===== src/rtl/ffa_pkg.sv =====
// package for the first-fit free-list allocator: status codes and sequencer states
`default_nettype none
package ffa_pkg;

  typedef enum logic [2:0] {
    ST_OK      = 3'd0,
    ST_NO_FIT  = 3'd1,
    ST_EMPTY   = 3'd2,
    ST_FULL    = 3'd3,
    ST_UNKNOWN = 3'd4,
    ST_NULL    = 3'd5
  } status_t;

  typedef enum logic [3:0] {
    S_IDLE,
    S_FSCAN,
    S_FCHK,
    S_LSCAN,
    S_LCHK,
    S_SHIFT_RD,
    S_SHIFT_WR,
    S_ALLOC_WR,
    S_FREE_RD,
    S_FREE_WR,
    S_DONE
  } state_t;

  localparam int SIZE_BITS = 17;
  localparam logic [16:0] USED_MAX = 17'h1FFFF;
  localparam int CFG_POOL = 0;

endpackage
`default_nettype wire


===== src/rtl/first_fit_free_list_allocator_top.sv =====
// top level: first-fit free-list allocator with sequencer, free list and live table
// allocate scans the free list, then the live table, plus a shift of the tail on
// removal; free scans the live table
// throughput: one transfer at a time; in_stall high while busy, a waiting result holds the last state
// reset: free list holds one block of pool_bytes minus a header, live table empty
`default_nettype none
module first_fit_free_list_allocator_top
  import ffa_pkg::*;
#(
  parameter int FREE_SLOTS   = 32,
  parameter int LIVE_SLOTS   = 32,
  parameter int HEADER_BYTES = 8,
  parameter int NODE_BYTES   = 16,
  parameter int ADDR_BITS    = 16
) (
  input  wire logic        clk,
  input  wire logic        rst,
  input  wire logic        psel,
  input  wire logic        penable,
  input  wire logic        pwrite,
  input  wire logic [1:0]  paddr,
  input  wire logic [31:0] pwdata,
  output logic      [31:0] prdata,
  output logic             pready,
  input  wire logic        in_valid,
  output logic             in_stall,
  input  wire logic        action,
  input  wire logic [15:0] request_size,
  input  wire logic [15:0] address,
  output logic             out_valid,
  input  wire logic        out_stall,
  output logic [2:0]       status,
  output logic [15:0]      address_out,
  output logic [16:0]      used_bytes
);
  localparam int FW = $clog2(FREE_SLOTS);
  localparam int LW = $clog2(LIVE_SLOTS);
  localparam int CW = $clog2(FREE_SLOTS + 1);
  localparam int EW = ADDR_BITS + SIZE_BITS;
  localparam logic [SIZE_BITS-1:0] HDR = SIZE_BITS'(HEADER_BYTES);
  localparam logic [SIZE_BITS-1:0] NODE = SIZE_BITS'(NODE_BYTES);

  state_t state, state_next;
  logic [16:0] pool_bytes;
  logic [CW-1:0] free_count;
  logic [16:0] used_count;
  logic [LIVE_SLOTS-1:0] live_valid;
  logic [ADDR_BITS-1:0] live_offset [LIVE_SLOTS];
  logic [15:0] live_size [LIVE_SLOTS];
  logic req_action;
  logic [15:0] req_size, req_addr;
  logic [CW-1:0] idx;
  logic [FW-1:0] hit;
  logic [LW-1:0] lidx, slot;
  logic [EW-1:0] hold;
  logic [2:0] res_status;
  logic [15:0] res_addr;
  logic [ADDR_BITS-1:0] off_hold;
  logic cfg_wr, acc, load_out;
  logic init_pend;
  logic [EW-1:0] init_word;

  logic ram_we;
  logic [FW-1:0] ram_waddr, ram_raddr;
  logic [EW-1:0] ram_wdata, ram_rdata;
  logic [ADDR_BITS-1:0] rd_off;
  logic [SIZE_BITS-1:0] rd_size, leftover;

  ffa_ram #(.DEPTH(FREE_SLOTS), .WIDTH(EW)) u_free (
    .clk, .we(ram_we), .waddr(ram_waddr), .wdata(ram_wdata),
    .raddr(ram_raddr), .rdata(ram_rdata)
  );

  assign pready = 1'b1;
  assign prdata = 32'(pool_bytes);
  assign cfg_wr = psel && penable && pwrite && (paddr == 2'(CFG_POOL));
  assign in_stall = rst || (state != S_IDLE);
  assign acc = in_valid && !in_stall;
  assign load_out = (state == S_DONE) && (!out_valid || !out_stall);
  assign rd_off = ram_rdata[EW-1:SIZE_BITS];
  assign rd_size = ram_rdata[SIZE_BITS-1:0];
  assign leftover = rd_size - SIZE_BITS'(req_size);
  // entry 0 of the free list is written through the init_pend register after reset or a pool write
  assign init_word = {ADDR_BITS'(0), (pool_bytes >= HDR) ? pool_bytes - HDR : SIZE_BITS'(0)};

  always_comb begin
    state_next = state;
    unique case (state)
      S_IDLE: begin
        if (acc) begin
          if (!action) state_next = (free_count == '0) ? S_DONE : S_FSCAN;
          else if (address == 16'd0 || address < 16'(HEADER_BYTES)) state_next = S_DONE;
          else state_next = S_LSCAN;
        end
      end
      S_FSCAN: state_next = S_FCHK;
      S_FCHK: begin
        if (rd_size >= SIZE_BITS'(req_size)) state_next = S_LSCAN;
        else if (idx + 1'b1 >= free_count) state_next = S_DONE;
        else state_next = S_FSCAN;
      end
      S_LSCAN: state_next = S_LCHK;
      S_LCHK: begin
        if (!req_action) begin
          if (!live_valid[lidx]) state_next = S_ALLOC_WR;
          else if (32'(lidx) == LIVE_SLOTS - 1) state_next = S_DONE;
          else state_next = S_LSCAN;
        end else begin
          if (live_valid[lidx] && live_offset[lidx] == ADDR_BITS'(req_addr - 16'(HEADER_BYTES)))
            state_next = (32'(free_count) >= FREE_SLOTS) ? S_DONE : S_FREE_WR;
          else if (32'(lidx) == LIVE_SLOTS - 1) state_next = S_DONE;
          else state_next = S_LSCAN;
        end
      end
      S_ALLOC_WR: begin
        if (hold[SIZE_BITS-1:0] >= NODE && hold[SIZE_BITS-1:0] >= HDR) state_next = S_DONE;
        else if (CW'(hit) + 1'b1 >= free_count) state_next = S_DONE;
        else state_next = S_SHIFT_RD;
      end
      S_SHIFT_RD: state_next = S_SHIFT_WR;
      S_SHIFT_WR: state_next = (idx + 1'b1 >= free_count) ? S_DONE : S_SHIFT_RD;
      S_FREE_RD: state_next = S_FREE_WR;
      S_FREE_WR: state_next = S_DONE;
      S_DONE: state_next = load_out ? S_IDLE : S_DONE;
      default: state_next = S_IDLE;
    endcase
  end

  always_comb begin
    ram_we = 1'b0;
    ram_waddr = hit;
    ram_wdata = hold;
    ram_raddr = FW'(idx);
    unique case (state)
      S_SHIFT_RD: ram_raddr = FW'(idx + 1'b1);
      S_SHIFT_WR: begin
        ram_we = 1'b1;
        ram_waddr = FW'(idx);
        ram_wdata = ram_rdata;
      end
      S_ALLOC_WR: begin
        if (hold[SIZE_BITS-1:0] >= NODE && hold[SIZE_BITS-1:0] >= HDR) begin
          ram_we = 1'b1;
          ram_wdata = {ADDR_BITS'(off_hold + ADDR_BITS'(req_size) + ADDR_BITS'(HEADER_BYTES)),
                       hold[SIZE_BITS-1:0] - HDR};
        end
      end
      S_FREE_WR: begin
        ram_we = 1'b1;
        ram_waddr = FW'(free_count);
        ram_wdata = {live_offset[lidx], SIZE_BITS'(live_size[lidx])};
      end
      default: ;
    endcase
    if (init_pend) begin
      ram_we = 1'b1;
      ram_waddr = '0;
      ram_wdata = init_word;
    end
  end

  always_ff @(posedge clk) begin
    if (rst || cfg_wr) begin
      state <= S_IDLE;
      out_valid <= 1'b0;
      free_count <= CW'(1);
      used_count <= '0;
      live_valid <= '0;
      init_pend <= 1'b1;
      if (rst) pool_bytes <= 17'd65536;
      else pool_bytes <= pwdata[16:0];
    end else begin
      state <= state_next;
      init_pend <= 1'b0;
      if (load_out) begin
        out_valid <= 1'b1;
        status <= res_status;
        address_out <= res_addr;
        used_bytes <= used_count;
      end else if (!out_stall) out_valid <= 1'b0;
      unique case (state)
        S_IDLE: begin
          if (acc) begin
            req_action <= action;
            req_size <= request_size;
            req_addr <= address;
            idx <= '0;
            lidx <= '0;
            res_addr <= '0;
            if (!action) res_status <= (free_count == '0) ? ST_EMPTY : ST_NO_FIT;
            else res_status <= (address == 16'd0) ? ST_NULL : ST_UNKNOWN;
          end
        end
        S_FCHK: begin
          if (rd_size >= SIZE_BITS'(req_size)) begin
            hit <= FW'(idx);
            off_hold <= rd_off;
            hold <= {rd_off, leftover};
            res_status <= ST_FULL;
          end else idx <= idx + 1'b1;
        end
        S_LCHK: begin
          if (!req_action) begin
            if (!live_valid[lidx]) slot <= lidx;
            else lidx <= lidx + 1'b1;
          end else if (!(live_valid[lidx] &&
                         live_offset[lidx] == ADDR_BITS'(req_addr - 16'(HEADER_BYTES)))) begin
            lidx <= lidx + 1'b1;
          end else if (32'(free_count) >= FREE_SLOTS) res_status <= ST_FULL;
        end
        S_ALLOC_WR: begin
          live_offset[slot] <= off_hold;
          live_size[slot] <= req_size;
          live_valid[slot] <= 1'b1;
          used_count <= ({1'b0, used_count} + 18'(req_size) + 18'(HEADER_BYTES) > 18'(USED_MAX))
                        ? USED_MAX : 17'(used_count + 17'(req_size) + HDR);
          res_status <= ST_OK;
          res_addr <= 16'(off_hold + ADDR_BITS'(HEADER_BYTES));
          idx <= CW'(hit);
          if (!(hold[SIZE_BITS-1:0] >= NODE && hold[SIZE_BITS-1:0] >= HDR))
            free_count <= free_count - 1'b1;
        end
        S_SHIFT_WR: idx <= idx + 1'b1;
        S_FREE_WR: begin
          free_count <= free_count + 1'b1;
          live_valid[lidx] <= 1'b0;
          used_count <= (used_count > 17'(live_size[lidx]) + HDR)
                        ? used_count - 17'(live_size[lidx]) - HDR : '0;
          res_status <= ST_OK;
        end
        default: ;
      endcase
    end
  end

  a_busy_stalls: assert property (@(posedge clk) disable iff (rst)
    (state != S_IDLE) |-> in_stall);
  a_out_hold: assert property (@(posedge clk) disable iff (rst)
    (out_valid && out_stall && !cfg_wr) |=> (out_valid && $stable(status) &&
      $stable(address_out) && $stable(used_bytes)));
  a_count_range: assert property (@(posedge clk) disable iff (rst)
    32'(free_count) <= FREE_SLOTS);
  a_status_range: assert property (@(posedge clk) disable iff (rst)
    out_valid |-> (status <= ST_NULL));
endmodule
`default_nettype wire


===== src/rtl/ffa_ram.sv =====
// simple dual-port table memory (one write port, one read port) with registered read for the free list
`default_nettype none
module ffa_ram #(
  parameter int DEPTH = 32,
  parameter int WIDTH = 33
) (
  input  wire logic                     clk,
  input  wire logic                     we,
  input  wire logic [$clog2(DEPTH)-1:0] waddr,
  input  wire logic [WIDTH-1:0]         wdata,
  input  wire logic [$clog2(DEPTH)-1:0] raddr,
  output logic      [WIDTH-1:0]         rdata
);
  logic [WIDTH-1:0] mem [DEPTH];

  always_ff @(posedge clk) begin
    if (we) begin
      mem[waddr] <= wdata;
    end
    rdata <= mem[raddr];
  end
endmodule
`default_nettype wire


===== config.mk =====
export PLATFORM = sky130hd
export DESIGN_NAME = first_fit_free_list_allocator_top
export DESIGN_NICKNAME = d
export VERILOG_FILES = /design/src/rtl/ffa_pkg.sv /design/src/rtl/first_fit_free_list_allocator_top.sv /design/src/rtl/ffa_ram.sv
export SDC_FILE = /design/constraint.sdc
export NUM_CORES = 2
export LEC_CHECK = 0
export BUFFER_PORTS_ARGS = -buffer_cell sky130_fd_sc_hd__buf_4
export CORE_ASPECT_RATIO = 1.2
export CORE_MARGIN = 3
export CORE_UTILIZATION = 65
export DETAILED_ROUTE_END_ITERATION = 10
export GPL_ROUTABILITY_DRIVEN = 1
export MAX_ROUTING_LAYER = met4
export PLACE_DENSITY_LB_ADDON = 0.12
export REMOVE_ABC_BUFFERS = 1
export SYNTH_ARGS = -nofsm -noshare
export SYNTH_HDL_FRONTEND = slang
export SYNTH_SLANG_ARGS = --single-unit

===== constraint.sdc =====
create_clock -name clk -period 14.1 [get_ports clk]
set_input_delay 1.41 -clock clk [delete_from_list [all_inputs] [get_ports clk]]
set_output_delay 1.41 -clock clk [all_outputs]
set_load 0.05 [all_outputs]

# Word-level counts from Yosys, hierarchy flattened
# Memories as Yosys holds them, arrays and structs flattened. A register that Yosys moved wholly into a read port is not among the register bits.
# Index checks and enable logic that the tools add are counted.
# W data, S select, Z words.
# op_classes
addsub	19
bitwise	6
n_mux	67
reduce_logical	37
order_cmp	14
eq_ne	22
# ops
operator	n
$pmux W33 S3	1
$mux W33	2
$pmux W32 S2	1
$mux W4	14
$mux W17	3
$sub A17 B4 Y17 const B	3
$pmux W4 S11	1
$mux W5	8
$ge A17 B4 Y1 const B	2
$pmux W17 S2	1
$sub A17 B16 Y17	2
$add A16 B4 Y16 const B	2
$and A32 B32 Y32	1
$not A32 Y32	1
$or A32 B32 Y32	1
$pmux W16 S2	1
$pmux W6 S4	1
$pmux W5 S2	2
$add A17 B16 Y18	1
$add A18 B4 Y18 const B	1
$gt A18 B17 Y1 const B	1
$mux W3	6
$mux W6	3
$add A16 B4 Y17 const B	1
49 further kinds	105
# word_totals
wordCells	189
memories	3
ff_bits	236
output_inout_bits	71
ram_bits	2080
# memory_table
memory	words	width	read_ports	rd_clocked_by_memory_dff	wr	line	rtl
u_free.mem	32	33	1	1	1	ffa_ram.sv:14	logic [WIDTH-1:0] mem [DEPTH];
live_offset	32	16	1	1	1	first_fit_free_list_allocator_top.sv:48	logic [ADDR_BITS-1:0] live_offset [LIVE_SLOTS];
live_size	32	16	1	1	1	first_fit_free_list_allocator_top.sv:49	logic [15:0] live_size [LIVE_SLOTS];

# Logic depth before layout (Yosys ltp)
# depth
ltp_word	7
ltp_mapped	28
depth_no_buf	19

# Modules after synthesis
# Synthesis repeated with hierarchy kept, for this count alone.
# hier_totals
cells_unflattened	5593
hier_area_um2	96318.6
# modules_own_cells
module	seq_area_each_um2	area_each_um2	n_inst	cells_each
first_fit_free_list_allocator_top	36845.3	54504.8	1	3261
ffa_ram	32371.0	41813.9	1	2332

# Worst setup path before layout
# No wires, ideal clock.
# synth_timing
kind	register to register
startpoint	register req_size[1]
endpoint	memory u_free.mem[0][32] (data pin)
path_stages_with_launch	15
setup_time_ns	0.467
synth_period_minus_slack_ns	5.030
required_time_ns	13.633
setup_slack_ns	9.070
t_arrival_ns	4.563
path_cell_list	edfxtp_1 -> ha_1 -> ha_1 -> inv_1 -> fa_1 -> nor2b_1 -> o21ai_0 -> a21boi_0 -> o21ai_0 -> a21boi_0 -> o2111a_1 -> nor3_1 -> o31ai_1 -> xnor2_1 -> o31ai_1
# synth_between
elab_chain_len	5
# synth_lines
element	line	rtl
start, declared	first_fit_free_list_allocator_top.sv:51	logic [15:0] req_size, req_addr;
start signal, assigned	first_fit_free_list_allocator_top.sv:185	req_size <= request_size;
$add A16 B16 Y16	first_fit_free_list_allocator_top.sv:144	ram_wdata = {ADDR_BITS'(off_hold + ADDR_BITS'(req_size) + ADDR_BITS'(HEADER_BYTES)),
$add A16 B4 Y16	first_fit_free_list_allocator_top.sv:144	
$mux W33	first_fit_free_list_allocator_top.sv:142	if (hold[SIZE_BITS-1:0] >= NODE && hold[SIZE_BITS-1:0] >= HDR) begin
$pmux W33 S3	first_fit_free_list_allocator_top.sv:134	unique case (state)
$mux W33	first_fit_free_list_allocator_top.sv:155	if (init_pend) begin
named net ram_wdata[32]	first_fit_free_list_allocator_top.sv:65	logic [EW-1:0] ram_wdata, ram_rdata;
end, declared	ffa_ram.sv:14	
# The timed path passes the listed nets, and every way through them passes these cells.

==> key figures <==
Logic synthesis
  • Post-synth top area share: 0.703
  • Synth Instances: 4,931
  • Unique masters post-synth: between 90 and 100
  • Sequential cell area fraction in the yosys report: 0.724
  • Ys Warns: 0
  • Yosys reg bits: about 2,300
  • Ys async rst share: 0
  • Primary FF master, synth: edfxtp_1
  • Post-synth EDFFs: 2,239
  • Synth area leader: edfxtp_1
  • Synthesized area: around 96,000 sq um
  • Top cells by area, synth: edfxtp_1, mux4_2, dfxtp_1
  • Mapped Avg Cell Area: approximately 19 sq um

Power and ir drop
  • Pwr Density: between 150 and 200 nW/um^2
  • NetSw: roughly 5.3 mW
  • Total chip power: around 19 mW
  • Sw Share: 0.287
  • Worst vdd ir: about 0.00014 V
  • Gate power share: 0.250
  • Clk pwr share: 0.306
  • Seq pwr share: 0.444
  • Internal cell power: 13.2 mW
  • Pleak: ~35 nW

CTS
  • Worst-case clock buffer depth: 3
  • Post-CTS Setup Bufs: 0
  • Inserted Clock Buffers: about 210
  • Root Buffer: clkbuf_16
  • Clock Latency Late Sink: between 800 and 900 ps
  • Clock-pin transition on the worst setup and hold timing paths: about 60 ps
  • Clock sink total: about 2,300
  • Hold buffer count at CTS: 0
  • H-Tree Depth: 4
  • Post-CTS sizing: 0
  • CTS tree: built

STA
  • Slew HR: 0.0989
  • Tmin final: ~7200 ps
  • Hold WS: approximately 420 ps
  • Fmax: 140 MHz
  • Final Skew: between 30 and 40 ps
  • Fin crit share: 0.508
  • Final Max Slew Viols: 0
  • Final hold vios: 0
  • Final setup fails: 0
  • Setup TNS: 0 ps
  • Unrepaired setup endpoints after global routing: no
  • Final WS setup: slightly below 7000 ps
  • Slew @ Worst Pin: between 1000 and 1500 ps

Global route
  • Vias in the first global route: around 50,000
  • Grt ovf: 0
  • Largest net degree at the start of global routing: 147
  • GRT Util Overall: 0.333
  • Initial antenna violation count: 6
  • Global-route wire length before repair: ~350 mm

Finish
  • # fillers: 8,408
  • Final Cell Area: between 100,000 and 150,000 sq um
  • Layout cells sized above 1: 0.250
  • Reg area: about 69,000 sq um
  • Commonest non-fill, non-tap cell in the layout: edfxtp_1
  • Most frequent cells in the layout: edfxtp_1, mux4_2, buf_4
  • Multi-input gate area: ~25,000 sq um
  • NumNets Final: around 5,400
  • Finished Core Util: 0.731
  • Final Non-Filler Cells: around 7,300
  • Area growth syn-to-layout: 11.3%

Worst setup path
  • Worst Setup End Kind: flop
  • CP arrival: a little under 8000 ps
  • WP data required: ~15,000 ps
  • CP max stage delay: 990 ps
  • Crit-path cells: buf_4 > buf_4 > mux4_2 > mux4_2 > nand2_1 > nand2_1 > and3_1 > and3_1 > nand3_1 > xnor2_1 > ha_1 > nand4_1 > nor2_1 > a211oi_1 > a31oi_1 > nand2_1 > o21ai_0
  • CP top delay family: simple AND/OR/NAND/NOR gates
  • Critical path buffer and inverter count: 2
  • CP startpoint kind: flop
  • Crit Path Class: reg -> reg
  • Crit Path Max Fanout: 63
  • Slowest cell on the critical path: a31oi_1
  • Top cell by count, worst path: nand2_1

Detailed routing
  • DRC viols: 0
  • DR iter-0 viols: between 6,000 and 7,000
  • WL/cell: between 30 and 40 um
  • Vias: approximately 50,000
  • Drt pass-1 iters: 6
  • Routed WL: 240 mm
  • Post-DRT Antenna Nets: 0
  • Avg Vias per Cell: just under 7

Floorplanning
  • Die height: ~430 um
  • Num rows: between 150 and 200
  • Core area: around 150,000 sq um
  • Initial Util: 0.657
  • I/O pins: around 150
  • Area of the die: 152,000 sq um
  • Die Width: around 360 um

Place
  • Dpl cell area: around 100,000 sq um
  • GPL Wtd Cong: 0.918
  • IO buf count: 113
  • Pre-CTS WS: about 7000 ps
  • Cells after DPL: 6,912
  • Post-DP HPWL: 135 mm

Run
  • Max-Cap Viols: 0

Worst hold path
  • Worst Hold Class: reg -> reg

Run status
  • Status: finished, final reports clean
-- registers in the layout (all words and copies together) (netlist names), 32 cells and up, named ones only --
| name | count |
|---|---|
| hold | 33 |
| live_valid | 32 |
| live_offset | 512 |
| u_free.mem | 1056 |
| live_size | 512 |
| u_free.rdata | 33 |
-- power by group through the flow --
| stage | registers [mW] | clock network (mW) | logic [mW] |
|---|---|---|---|
| 2_1_floorplan | 8.52 | 0 | 4.26 |
| 3_3_place_gp | 8.37 | 0 | 4.54 |
| 3_5_place_dp | 8.37 | 0 | 4.59 |
| 4_1_cts | 8.23 | 5.74 | 4.64 |
| 5_1_grt | 8.25 | 6.01 | 4.98 |
| 6_report | 8.23 | 5.68 | 4.64 |
-- cell families (layout without fill, tap and decap cells) --
group / Yosys count / in the layout / synth area share
buf+inv: 363 / 786 / 0.0195
mux: 716 / 716 / 0.153
flops: 2338 / 2338 / 0.724
other cells: 2 / 17 / 0.0000785
xor+xnor: 123 / 123 / 0.0115
compound gates: 501 / 501 / 0.0341
simple gates: 726 / 726 / 0.0368
fa+ha+maj: 162 / 162 / 0.0217
-- per-layer routing --
metal	track usage	share of wire
met1	0.433	0.35
met3	0.0535	0.094
met5	-	0
met4	0.129	0.042
met2	0.540	0.51
-- Yosys cell counts (53+ instances only) --
cell      instances
nor3_1           54
mux2i_1          87
nand2_1         192
clkbuf_1        110
mux4_2          585
nand3_1          53
edfxtp_1       2239
a21oi_1         116
xnor2_1          76
nor2_1          211
o21ai_0         125
inv_1           124
ha_1            156
dfxtp_1          99
-- path summary, 6_finish.rpt --
kind	start	endpoint	slack, ps	cells past startpoint
hold reg to reg	res_status[2]$_DFFE_PP_	status[2]$_DFFE_PP_	420	0
hold / removal	res_status[2]$_DFFE_PP_	status[2]$_DFFE_PP_	420	0
setup reg to reg	flop	used_count[14]$_SDFFE_PP0N_	6940	17
setup / recovery	flop	used_count[14]$_SDFFE_PP0N_	6940	17
-- area by class of cell --
cell class              count  share of cell area
inverters                 128             0.00452
clock buffers             281              0.0535
diodes                      1           0.0000235
clock inverters           112              0.0110
well taps                1937              0.0228
multi-input cells        2244               0.238
repair buffers            265              0.0191
flip-flops and latches   2338               0.651
Note: power is estimated with default switching activity, not from simulation.
